### src/hdl/mhp_pkg.sv
`default_nettype none
// ---------------------------------------------------------------------------
// mhp_pkg
// shared types and constants of the message header parser
// ---------------------------------------------------------------------------
package mhp_pkg;

  localparam int unsigned MAX_FRAME_BYTES  = 32'd65535;
  localparam int unsigned MAX_VARINT_BYTES = 10;

  localparam int FRAME_CNT_W = 32;
  localparam int VARINT_CNT_W = 4;
  localparam int CODE_CNT_W = 3;
  localparam int CODE_BYTES = 4;
  localparam int PAYLOAD_W = 16;

  localparam int IN_TDATA_W  = 8;
  localparam int OUT_TDATA_W = 136;
  localparam int OUT_TUSER_W = 2;

  typedef enum logic [2:0] {
    PH_FLAG  = 3'd0,
    PH_ID    = 3'd1,
    PH_RLEN  = 3'd2,
    PH_ROUTE = 3'd3,
    PH_CODE  = 3'd4,
    PH_BODY  = 3'd5,
    PH_SKIP  = 3'd6
  } phase_t;

  typedef enum logic [1:0] {
    CLS_HEADER  = 2'd0,
    CLS_ROUTE   = 2'd1,
    CLS_PAYLOAD = 2'd2
  } byte_class_t;

  localparam logic [2:0] KIND_REQUEST  = 3'd0;
  localparam logic [2:0] KIND_NOTIFY   = 3'd1;
  localparam logic [2:0] KIND_RESPONSE = 3'd2;
  localparam logic [2:0] KIND_PUSH     = 3'd3;

  typedef struct packed {
    logic [1:0]         byte_class;
    logic [7:0]         out_byte;
    logic               frame_done;
    logic               status;
    logic [2:0]         msg_type;
    logic [63:0]        msg_id;
    logic [7:0]         route_length;
    logic signed [31:0] response_code;
    logic [15:0]        payload_length;
  } result_t;

endpackage
`default_nettype wire

### src/hdl/message_header_parser_core.sv
`default_nettype none
// ---------------------------------------------------------------------------
// message_header_parser_core
// byte-serial parser for framed messages with a varint id, route and code
// ---------------------------------------------------------------------------
// usage:
//   input stream carries one frame byte per transaction, in_tlast on the
//   final byte. every input transaction produces exactly one output
//   transaction tagging the byte as header, route or payload (out_tuser).
//   the output transaction for the last byte carries out_tlast, status and
//   the decoded header fields; they read as zero on other bytes.
// output: the result of each accepted byte is registered before out_tvalid.
// throughput: one byte per cycle while out_tready is high, with one header
//   state update on each accepted byte.
// reset: rst_n low clears the parser to expect a flag byte and empties the
//   output stage; in_tready is high the cycle after reset is released.
// stall: when out_tready is low, one more byte is taken into a skid
//   register, then in_tready drops until the output drains.
// ---------------------------------------------------------------------------
module message_header_parser_core #(
  parameter int unsigned MAX_FRAME_BYTES  = mhp_pkg::MAX_FRAME_BYTES,
  parameter int unsigned MAX_VARINT_BYTES = mhp_pkg::MAX_VARINT_BYTES
) (
  input  wire logic                              clk,
  input  wire logic                              rst_n,
  input  wire logic                              in_tvalid,
  output logic                                   in_tready,
  input  wire logic [mhp_pkg::IN_TDATA_W-1:0]    in_tdata,   // data_byte[7:0]
  input  wire logic                              in_tlast,
  output logic                                   out_tvalid,
  input  wire logic                              out_tready,
  // out_byte[7:0], status[8], msg_type[11:9], msg_id[75:12],
  // route_length[83:76], response_code[115:84], payload_length[131:116], zero
  output logic [mhp_pkg::OUT_TDATA_W-1:0]        out_tdata,
  output logic [mhp_pkg::OUT_TUSER_W-1:0]        out_tuser,  // byte_class[1:0]
  output logic                                   out_tlast
);

  logic             step;
  mhp_pkg::result_t step_result;
  mhp_pkg::result_t res;

  assign step = in_tvalid && in_tready;

  mhp_parser #(
    .MAX_FRAME_BYTES  (MAX_FRAME_BYTES),
    .MAX_VARINT_BYTES (MAX_VARINT_BYTES)
  ) u_parser (
    .clk       (clk),
    .rst_n     (rst_n),
    .step      (step),
    .data_byte (in_tdata),
    .last_byte (in_tlast),
    .result    (step_result)
  );

  mhp_out_buf u_out_buf (
    .clk       (clk),
    .rst_n     (rst_n),
    .push      (step),
    .push_data (step_result),
    .ready     (in_tready),
    .out_valid (out_tvalid),
    .out_ready (out_tready),
    .out_data  (res)
  );

  assign out_tdata = {4'b0000, res.payload_length, res.response_code, res.route_length,
                      res.msg_id, res.msg_type, res.status, res.out_byte};
  assign out_tuser = res.byte_class;
  assign out_tlast = res.frame_done;

endmodule
`default_nettype wire

### src/hdl/mhp_parser.sv
`default_nettype none
// ---------------------------------------------------------------------------
// mhp_parser
// per-byte header state machine, one state update per accepted byte
// ---------------------------------------------------------------------------
module mhp_parser #(
  parameter int unsigned MAX_FRAME_BYTES  = mhp_pkg::MAX_FRAME_BYTES,
  parameter int unsigned MAX_VARINT_BYTES = mhp_pkg::MAX_VARINT_BYTES
) (
  input  wire logic            clk,
  input  wire logic            rst_n,
  input  wire logic            step,
  input  wire logic [7:0]      data_byte,
  input  wire logic            last_byte,
  output mhp_pkg::result_t     result
);

  mhp_pkg::phase_t                    phase_r, phase_nxt;
  logic [2:0]                         kind_r, kind_nxt;
  logic [63:0]                        id_r, id_nxt;
  logic [mhp_pkg::VARINT_CNT_W-1:0]   vcnt_r, vcnt_nxt;
  logic [7:0]                         rlen_r, rlen_nxt;
  logic [7:0]                         rleft_r, rleft_nxt;
  logic [31:0]                        code_r, code_nxt;
  logic [mhp_pkg::CODE_CNT_W-1:0]     ccnt_r, ccnt_nxt;
  logic [mhp_pkg::PAYLOAD_W-1:0]      pay_r, pay_nxt;
  logic                               err_r, err_nxt;
  logic [mhp_pkg::FRAME_CNT_W-1:0]    fcnt_r, fcnt_nxt;

  logic                               fail;
  logic [6:0]                         id_shamt;
  logic [63:0]                        id_part;
  logic [4:0]                         code_shamt;
  logic [31:0]                        code_part;
  logic                               is_bad;

  assign id_shamt   = 7'(vcnt_r) * 7'd7;
  assign id_part    = 64'(data_byte[6:0]) << id_shamt;
  assign code_shamt = {ccnt_r[1:0], 3'b000};
  assign code_part  = 32'(data_byte) << code_shamt;

  always_ff @(posedge clk) begin
    if (!rst_n) begin
      phase_r <= mhp_pkg::PH_FLAG;
      kind_r  <= '0;
      id_r    <= '0;
      vcnt_r  <= '0;
      rlen_r  <= '0;
      rleft_r <= '0;
      code_r  <= '0;
      ccnt_r  <= '0;
      pay_r   <= '0;
      err_r   <= 1'b0;
      fcnt_r  <= '0;
    end else if (step) begin
      phase_r <= phase_nxt;
      kind_r  <= kind_nxt;
      id_r    <= id_nxt;
      vcnt_r  <= vcnt_nxt;
      rlen_r  <= rlen_nxt;
      rleft_r <= rleft_nxt;
      code_r  <= code_nxt;
      ccnt_r  <= ccnt_nxt;
      pay_r   <= pay_nxt;
      err_r   <= err_nxt;
      fcnt_r  <= fcnt_nxt;
    end
  end

  always_comb begin
    phase_nxt = phase_r;
    kind_nxt  = kind_r;
    id_nxt    = id_r;
    vcnt_nxt  = vcnt_r;
    rlen_nxt  = rlen_r;
    rleft_nxt = rleft_r;
    code_nxt  = code_r;
    ccnt_nxt  = ccnt_r;
    pay_nxt   = pay_r;
    err_nxt   = err_r;
    fail      = 1'b0;
    result    = '0;
    result.byte_class = mhp_pkg::CLS_HEADER;
    fcnt_nxt  = (fcnt_r != '1) ? fcnt_r + 1'b1 : fcnt_r;

    unique case (phase_r)
      mhp_pkg::PH_FLAG: begin
        kind_nxt = data_byte[3:1];
        if (kind_nxt[2]) begin
          fail = 1'b1;
        end else if (kind_nxt == mhp_pkg::KIND_REQUEST ||
                     kind_nxt == mhp_pkg::KIND_RESPONSE) begin
          vcnt_nxt  = '0;
          phase_nxt = mhp_pkg::PH_ID;
        end else begin
          phase_nxt = mhp_pkg::PH_RLEN;
        end
      end
      mhp_pkg::PH_ID: begin
        id_nxt   = id_r | id_part;
        vcnt_nxt = vcnt_r + 1'b1;
        if (!data_byte[7]) begin
          ccnt_nxt  = '0;
          phase_nxt = (kind_r == mhp_pkg::KIND_REQUEST) ? mhp_pkg::PH_RLEN
                                                        : mhp_pkg::PH_CODE;
        end else if (32'(vcnt_nxt) >= MAX_VARINT_BYTES) begin
          fail = 1'b1;
        end
      end
      mhp_pkg::PH_RLEN: begin
        rlen_nxt  = data_byte;
        rleft_nxt = data_byte;
        phase_nxt = (data_byte != 8'd0) ? mhp_pkg::PH_ROUTE : mhp_pkg::PH_BODY;
      end
      mhp_pkg::PH_ROUTE: begin
        result.byte_class = mhp_pkg::CLS_ROUTE;
        rleft_nxt = rleft_r - 1'b1;
        if (rleft_nxt == 8'd0) begin
          phase_nxt = mhp_pkg::PH_BODY;
        end
      end
      mhp_pkg::PH_CODE: begin
        code_nxt = code_r | code_part;
        ccnt_nxt = ccnt_r + 1'b1;
        if (32'(ccnt_nxt) >= mhp_pkg::CODE_BYTES) begin
          phase_nxt = mhp_pkg::PH_BODY;
        end
      end
      mhp_pkg::PH_BODY: begin
        result.byte_class = mhp_pkg::CLS_PAYLOAD;
        if (pay_r != '1) begin
          pay_nxt = pay_r + 1'b1;
        end
      end
      default: begin
        result.byte_class = mhp_pkg::CLS_HEADER;
      end
    endcase

    if (fcnt_nxt > MAX_FRAME_BYTES) begin
      fail = 1'b1;
    end
    if (fail) begin
      err_nxt   = 1'b1;
      phase_nxt = mhp_pkg::PH_SKIP;
    end

    is_bad = err_nxt || (phase_nxt != mhp_pkg::PH_BODY);

    result.out_byte   = data_byte;
    result.frame_done = last_byte;
    if (last_byte) begin
      result.status = is_bad;
      if (!is_bad) begin
        result.msg_type = kind_nxt;
        if (kind_nxt == mhp_pkg::KIND_REQUEST || kind_nxt == mhp_pkg::KIND_RESPONSE) begin
          result.msg_id = id_nxt;
        end
        if (kind_nxt != mhp_pkg::KIND_RESPONSE) begin
          result.route_length = rlen_nxt;
        end
        if (kind_nxt == mhp_pkg::KIND_RESPONSE) begin
          result.response_code = code_nxt;
        end
        result.payload_length = pay_nxt;
      end
      // frame end returns everything to the start-of-frame state
      phase_nxt = mhp_pkg::PH_FLAG;
      kind_nxt  = '0;
      id_nxt    = '0;
      vcnt_nxt  = '0;
      rlen_nxt  = '0;
      rleft_nxt = '0;
      code_nxt  = '0;
      ccnt_nxt  = '0;
      pay_nxt   = '0;
      err_nxt   = 1'b0;
      fcnt_nxt  = '0;
    end
  end

endmodule
`default_nettype wire

### src/hdl/mhp_out_buf.sv
`default_nettype none
// ---------------------------------------------------------------------------
// mhp_out_buf
// result register with a one-entry skid stage
// ---------------------------------------------------------------------------
module mhp_out_buf (
  input  wire logic             clk,
  input  wire logic             rst_n,
  input  wire logic             push,
  input  wire mhp_pkg::result_t push_data,
  output logic                  ready,
  output logic                  out_valid,
  input  wire logic             out_ready,
  output mhp_pkg::result_t      out_data
);

  logic              main_valid_r;
  logic              skid_valid_r;
  mhp_pkg::result_t  main_r;
  mhp_pkg::result_t  skid_r;
  logic              pop;

  assign pop       = main_valid_r && out_ready;
  assign ready     = !skid_valid_r;
  assign out_valid = main_valid_r;
  assign out_data  = main_r;

  always_ff @(posedge clk) begin
    if (!rst_n) begin
      main_valid_r <= 1'b0;
      skid_valid_r <= 1'b0;
    end else if (skid_valid_r) begin
      if (pop) begin
        skid_valid_r <= 1'b0;
      end
    end else if (push) begin
      if (main_valid_r && !pop) begin
        skid_valid_r <= 1'b1;
      end else begin
        main_valid_r <= 1'b1;
      end
    end else if (pop) begin
      main_valid_r <= 1'b0;
    end
  end

  always_ff @(posedge clk) begin
    if (skid_valid_r) begin
      if (pop) begin
        main_r <= skid_r;
      end
    end else if (push) begin
      if (main_valid_r && !pop) begin
        skid_r <= push_data;
      end else begin
        main_r <= push_data;
      end
    end
  end

endmodule
`default_nettype wire

### config.mk
export PLATFORM = sky130hd
export DESIGN_NAME = message_header_parser_core
export DESIGN_NICKNAME = d
export VERILOG_FILES = /design/src/hdl/mhp_pkg.sv /design/src/hdl/message_header_parser_core.sv /design/src/hdl/mhp_parser.sv /design/src/hdl/mhp_out_buf.sv
export SDC_FILE = /design/constraint.sdc
export NUM_CORES = 1
export LEC_CHECK = 0
export ABC_CLOCK_PERIOD_IN_PS = 9400
export BUFFER_PORTS_ARGS = -buffer_cell sky130_fd_sc_hd__clkbuf_2
export CAP_MARGIN = 20
export CORE_MARGIN = 3
export CORE_UTILIZATION = 55
export CTS_CLUSTER_SIZE = 12
export DETAILED_ROUTE_END_ITERATION = 10
export HOLD_SLACK_MARGIN = 0.06
export MAX_ROUTING_LAYER = met4
export PLACE_DENSITY_LB_ADDON = 0.05
export SLEW_MARGIN = 15
export SYNTH_ARGS = -nofsm -noshare
export SYNTH_HDL_FRONTEND = slang
export SYNTH_SLANG_ARGS = --single-unit
### constraint.sdc
create_clock -name clk -period 9.4 [get_ports clk]
set_input_delay 0.47 -clock clk [delete_from_list [all_inputs] [get_ports clk]]
set_output_delay 0.47 -clock clk [all_outputs]
set_load 0.01 [all_outputs]
==> results of run 1 <==
## layer usage
layer | share of wire, % | vias to the layer above
met2 | 45 | 685
met3 | 8.1 | 100
met5 | 0 | -
met4 | 2.6 | 0
li1 | - | 7813
met1 | 44 | 8235
## placed cells by master (no fill, tap or decap), drive strengths merged, types with 48 or more instances in the layout
cell      n
a21oi   198
clkbuf  223
nand4    60
nor2    251
o41ai    79
dfxtp   176
nor4b    48
nand2   238
edfxtp  270
nor4     91
o21ai   110
## power breakdown
part / total, µW / internal [µW] / switching [µW]
sequential: 2170 / 2140 / 27.4
clock: 1700 / 956 / 744
combinational: 358 / 83.0 / 275
## sequential cells by signal, summed over array words and instances (netlist names), 4 cells and up
register	count
u_out_buf.skid_r	135
u_parser.id_r	64
u_out_buf.out_data	135
u_parser.pay_r	16
u_parser.fcnt_r	32
u_parser.code_r	32
u_parser.vcnt_r	4
u_parser.rlen_r	8
u_parser.rleft_r	8
## kinds of logic (layout without fill, tap and decap cells)
group	Yosys count	in the layout
buffers and inverters	216	288
DFF	446	446
xor gates and xnor gates	30	30
muxes	16	16
adders and majority gates	7	7
AOI/OAI and AO/OA	503	503
other	1	4
and+or+nand+nor	867	867
## path summary, 6_finish.rpt
| kind | from | cells after the start | slack (ns) | end |
|---|---|---|---|---|
| worst max-delay path | u_parser.fcnt_r[3] | 8 | 4.69 | u_out_buf.out_data[58] |
| worst min-delay path | out_tready | 2 | 0.10 | u_out_buf.skid_valid_r |
| worst max register to register | u_parser.fcnt_r[3] | 8 | 4.69 | u_out_buf.out_data[58] |
| worst min register to register | u_parser.id_r[48] | 2 | 0.46 | u_parser.id_r[48] |
## worst register-to-register path, stage by stage (launching register included)
cell and delay, ns:
dfxtp_1 0.41, nand4_1 0.22, or4_1 0.79, a21oi_2 0.30
o211ai_1 0.18, a2111oi_1 0.59, nand4_4 0.74, buf_4 0.70
o41ai_1 0.55
## metrics by stage
stage,utilization [%],instance area [µm²],instances,hold slack (ns),total power (µW)
after floorplan,-,20790,2089,0.4316,2442
after global placement,58.65,21680,2578,0.4413,2562
after detailed placement,58.70,21700,2579,0.4494,2567
after CTS,62.45,23080,2665,0.07494,4261
after global routing,62.45,23080,2665,0.09607,4369
final,62.45,23080,2665,0.1015,4229
## area by class of cell
cell class / count / area (µm²) / area share [%]
flip-flops and latches: 446 / 11630 / 50.41
multi-input cells: 1427 / 8337 / 36.12
clock buffers: 74 / 1310 / 5.676
repair buffers: 185 / 1028 / 4.456
well taps: 504 / 630.6 / 2.732
clock inverters: 12 / 73.82 / 0.3198
inverters: 17 / 66.31 / 0.2873
==> flow_metrics.py, run 1 <==
metrics = {
    "detailed_routing": {
        "avgRoutedWirePerCell_um": 21.53,
        "drc": 0,
        "ant_nets": 0,
        "via_count": 16833,
        "initialDrtViolationCount": 1748,
        "vias_per_cell": 6.316,
        "dr.pass1.iters": 5,
        "wirelength_um": 57380,
    },
    "timing": {
        "layout_min_cycle_time_ns": 4.711,
        "skew_ns": 0.01907,
        "fmax_ghz": 0.2123,
        "fin_crit_sh_pct": 50.12,
        "final_max_slew_viol_count": 0,
        "timing.final.hold_violations": 0,
        "setup_viol": 0,
        "worstMarginPinSlew_ns": 1.081,
        "rsz0062_at_grt": "false",
        "relSlewSlack_pct": 27.64,
        "fin_ws_ns": 4.689,
        "final.setup.tns_ns": 0,
    },
    "yosys": {
        "ys_ff_latch": 446,
        "ys_seq_area_share_pct": 55.97,
        "yosysMostFrequentCell": "edfxtp_1",
        "synth_top_cells_by_count": "edfxtp_1 (270), nor2_1 (251), nand2_1 (238)",
        "synth_ff_type": "edfxtp_1",
        "synth_area_leader_cell": "edfxtp_1",
        "syn-mean-instance-area_um2": 9.962,
        "syn_inst": 2086,
        "synthMuxAreaShare_pct": 0.8309,
        "ys.warnings.count": 0,
        "synth.top_cell.area_share_pct": 39.02,
        "synth-compound-area-share_pct": 16.34,
        "synth_fa_ha_area_share_pct": 0.4215,
        "synth_area_leaders": "edfxtp_1 (39%), dfxtp_1 (17%), a21oi_1 (4.7%)",
        "synth_edf_count": 270,
        "netlist_area_um2": 20780,
        "yosys.area_share.simple_pct": 20.85,
        "synth.distinct_cells": 77,
        "synth_top_family_by_area": "simple AND/OR/NAND/NOR gates",
        "synth-async-reset-ratio_pct": 0,
        "synth_xor_area_share_pct": 1.264,
    },
    "clocking": {
        "cts_hold_buffers": 0,
        "clk_pin_slew_ns": 0.06,
        "cts_tree": "done",
        "htree_num_levels": 2,
        "clkSinkCount": 446,
        "clockRootBuffer": "clkbuf_16",
        "cts_resized": 0,
        "clock_latency_ns": 0.58,
        "cts_buffers": 46,
        "cts.path.max_buffers": 3,
        "post-cts-setup-buffer-count": 0,
    },
    "min_path": {
        "hp-class": "primary input to flop",
    },
    "grt": {
        "use_met3_pct": 5.282,
        "grt_pass1_vias": 15764,
        "met1_usage_pct": 40.30,
        "grt_remaining_overflow": 0,
        "grt_pass1_wl_um": 90520,
        "grt_most_used_layer": "met2",
        "grt.total_usage_pct": 28.62,
        "grt_util_met2_pct": 42.57,
        "antenna_found_initial": 0,
        "grt_max_degree": 86,
    },
    "final_layout": {
        "drive_gt1_share_pct": 14.67,
        "area_delta_synth_final_pct": 11.07,
        "fillers": 3139,
        "fin_nets": 2143,
        "num_antenna_cells": 0,
    },
    "placed_design": {
        "pre_cts_ws_ns": 4.815,
        "io_buffer_count": 149,
        "place.gp.congestion": 0.9010,
        "dpl.hpwl_um": 34800,
    },
    "worst_setup_path": {
        "crit_fanout": 80,
        "cpPeakStageDelay_ns": 0.79,
        "worstPathBufferInverterCount": 1,
        "criticalPathCategory": "flop to flop",
        "worstPathArrival_ns": 5.07,
        "start_kind": "flop",
        "endpoint_kind": "flop",
        "cp.required_ns": 9.75,
        "slowest_stage": "or4_1",
        "crit_path_cell_trace": "nand4_1 > or4_1 > a21oi_2 > o211ai_1 > a2111oi_1 > nand4_4 > buf_4 > o41ai_1",
        "crit_family": "simple AND/OR/NAND/NOR gates",
    },
    "power": {
        "vdd_drop_max_uv": 147.3,
        "leakagePower_uw": 0.007857,
        "power.density_nw_per_um2": 183.2,
    },
    "job": {
        "maxCapViolCount": 0,
    },
    "die": {
        "core_area_um2": 36960,
        "die_h_um": 200.4,
        "chipWidth_um": 200.4,
        "rows": 70,
        "io_pins": 154,
        "die_area_um2": 40150,
        "start_util_pct": 56.22,
    },
    "outcome": {
        "status": "finished clean",
    },
}
(Power assumes the default switching activity.)
==> run 2: changes to the inputs <==
--- a/config.mk
+++ b/config.mk
@@ -5,7 +5,7 @@
 export SDC_FILE = /design/constraint.sdc
 export NUM_CORES = 1
 export LEC_CHECK = 0
-export ABC_CLOCK_PERIOD_IN_PS = 9400
+export ABC_CLOCK_PERIOD_IN_PS = 4800
 export BUFFER_PORTS_ARGS = -buffer_cell sky130_fd_sc_hd__clkbuf_2
 export CAP_MARGIN = 20
 export CORE_MARGIN = 3
==> constraint.sdc (replaced) <==
create_clock -name clk -period 4.8 [get_ports clk]
set_input_delay 0.24 -clock clk [delete_from_list [all_inputs] [get_ports clk]]
set_output_delay 0.24 -clock clk [all_outputs]
set_load 0.01 [all_outputs]
==> flow_metrics.py, run 2 (synthesis results as in run 1) <==
metrics = {
    "min_path": {
        "worstHoldStart": "in_tdata[2]",
        "min_path_cells": 2,
        "hp-class": "primary input to flop",
        "worstHoldEndpoint": "u_out_buf.skid_r[127]",
    },
    "final_layout": {
        "multiInputGateArea_um2": 8330,
        "final_common_cell": "edfxtp_1",
        "drive_gt1_share_pct": 15.42,
        "fillers": 3095,
        "area_delta_synth_final_pct": 12.76,
        "final-seq-area_um2": 11630,
        "num_antenna_cells": 0,
        "utilization_pct": 63.40,
        "mostFrequentLayoutCells": "edfxtp_1 (270), nor2_1 (248), nand2_1 (237)",
        "fin_nets": 2159,
        "fin_area_um2": 23430,
    },
    "worst_setup_path": {
        "cp.required_ns": 5.15,
        "crit_fanout": 72,
        "criticalPathCategory": "flop to flop",
        "crit_family": "compound AO/OA/AOI/OAI gates",
        "cpPeakStageDelay_ns": 0.79,
        "slowest_stage": "or4_1",
        "timing.rr.start": "u_parser.fcnt_r[2]",
        "worstPathBufferInverterCount": 1,
        "start_kind": "flop",
        "crit_path_cell_trace": "nand4_1 > or4_1 > a21oi_2 > o211ai_1 > a2111oi_1 > nand4_4 > buf_4 > o41ai_1",
        "r2r-end": "u_out_buf.out_data[25]",
        "worstPathArrival_ns": 4.24,
        "r2r_setup_slack_ns": 0.91,
        "reg2reg_depth": 8,
        "endpoint_kind": "flop",
    },
    "power": {
        "power_uw": 8659,
        "p_int_uw": 6545,
        "swShare_pct": 24.42,
        "p_sw_uw": 2114,
        "seqPwrFrac_pct": 49.2,
        "power.density_nw_per_um2": 369.5,
        "p_comb_share_pct": 8.2,
        "vdd_drop_max_uv": 327.2,
        "leakagePower_uw": 0.008045,
        "clkPwrFrac_pct": 42.6,
    },
    "die": {
        "chipWidth_um": 200.4,
        "die_h_um": 200.4,
        "rows": 70,
        "die_area_um2": 40150,
        "core_area_um2": 36960,
        "start_util_pct": 56.22,
        "io_pins": 154,
    },
    "timing": {
        "final.setup.tns_ns": 0,
        "layout_min_cycle_time_ns": 3.890,
        "skew_ns": 0.01317,
        "setup_viol": 0,
        "timing.final.hold_violations": 0,
        "fin_crit_sh_pct": 81.04,
        "hold_ws_ns": 0.1935,
        "fmax_ghz": 0.2571,
        "worstMarginPinSlew_ns": 1.031,
        "final_max_slew_viol_count": 0,
        "rsz0062_at_grt": "false",
        "relSlewSlack_pct": 31.23,
    },
    "outcome": {
        "status": "finished clean",
    },
    "placed_design": {
        "io_buffer_count": 149,
        "placed_cell_area_um2": 21810,
        "dpl.hpwl_um": 34650,
        "place.gp.congestion": 0.8994,
    },
    "grt": {
        "grt.total_usage_pct": 29.11,
        "grt_pass1_vias": 16083,
        "antenna_found_initial": 0,
        "grt_remaining_overflow": 0,
        "grt_max_degree": 109,
        "grt_pass1_wl_um": 92030,
    },
    "clocking": {
        "clk_pin_slew_ns": 0.06,
        "cts.path.max_buffers": 3,
        "cts_buffers": 48,
        "clkSinkCount": 446,
        "clock_latency_ns": 0.58,
        "cts_tree": "done",
        "cts_resized": 0,
        "clockRootBuffer": "clkbuf_16",
        "htree_num_levels": 2,
    },
    "detailed_routing": {
        "drc": 0,
        "wirelength_um": 58140,
        "dr.pass1.iters": 5,
        "avgRoutedWirePerCell_um": 21.67,
        "via_count": 16972,
        "vias_per_cell": 6.326,
        "initialDrtViolationCount": 1737,
        "ant_nets": 0,
    },
    "job": {
        "maxCapViolCount": 0,
    },
}
## run 2: changes by cell type in the layout (fill, tap and decap cells not counted), moves of 2 or more
cell	change
buf_4	+6
bufinv_16	+2
clkbuf_8	+5
buf_12	+4
clkbuf_16	+4
clkbuf_1	-6
dlygate4sd3_1	+3
## run 2: through the flow
stage | setup slack, ns | instances
finish | 0.9100 | 2683
global route | 0.5874 | 2683
CTS | 0.9934 | 2681
detailed placement | 1.036 | 2588
global placement | 1.233 | 2588
floorplan | 0.8640 | 2089
## run 2: worst max path at each step
stage                            from                endpoint  slack (ns)  cells after the start
2_1_floorplan  u_out_buf.skid_valid_r   u_out_buf.out_data[0]        0.86                      6
5_1_grt            u_parser.fcnt_r[2]  u_out_buf.out_data[34]        0.59                      8
4_1_cts            u_parser.fcnt_r[2]  u_out_buf.out_data[35]        0.99                      8
3_5_place_dp       u_parser.fcnt_r[2]  u_out_buf.out_data[34]        1.04                      8
6_report           u_parser.fcnt_r[2]  u_out_buf.out_data[25]        0.91                      8
3_3_place_gp      u_parser.fcnt_r[11]  u_out_buf.out_data[43]        1.23                      8
## run 2: power groups by stage
stage	combinational (µW)	clock, µW	sequential, µW
2_1_floorplan	394	0	4370
3_3_place_gp	698	0	4340
3_5_place_dp	703	0	4340
4_1_cts	708	3750	4260
5_1_grt	765	3910	4270
6_report	709	3690	4260
## run 2: metal layers
metal	vias to the layer above	GRT usage, %	part of all wire [%]
met3	80	3.803	7.7
met5	-	-	0
li1	7844	-	-
met1	8310	41.84	44
met4	0	8.356	2.3
met2	738	43.78	46
## run 2: final cells by class
class                   instances  area share [%]
well taps                     504           2.691
clock buffers                  76           6.184
inverters                      17          0.2830
repair buffers                199           5.073
clock inverters                14          0.5607
flip-flops and latches        446           49.66
multi-input cells            1427           35.55
## run 2: what timing repair did
item / in CTS / in global routing
endpoints found under the hold margin: 3 / 0
hold buffers: 3 / 0
setup buffers: 0 / 0
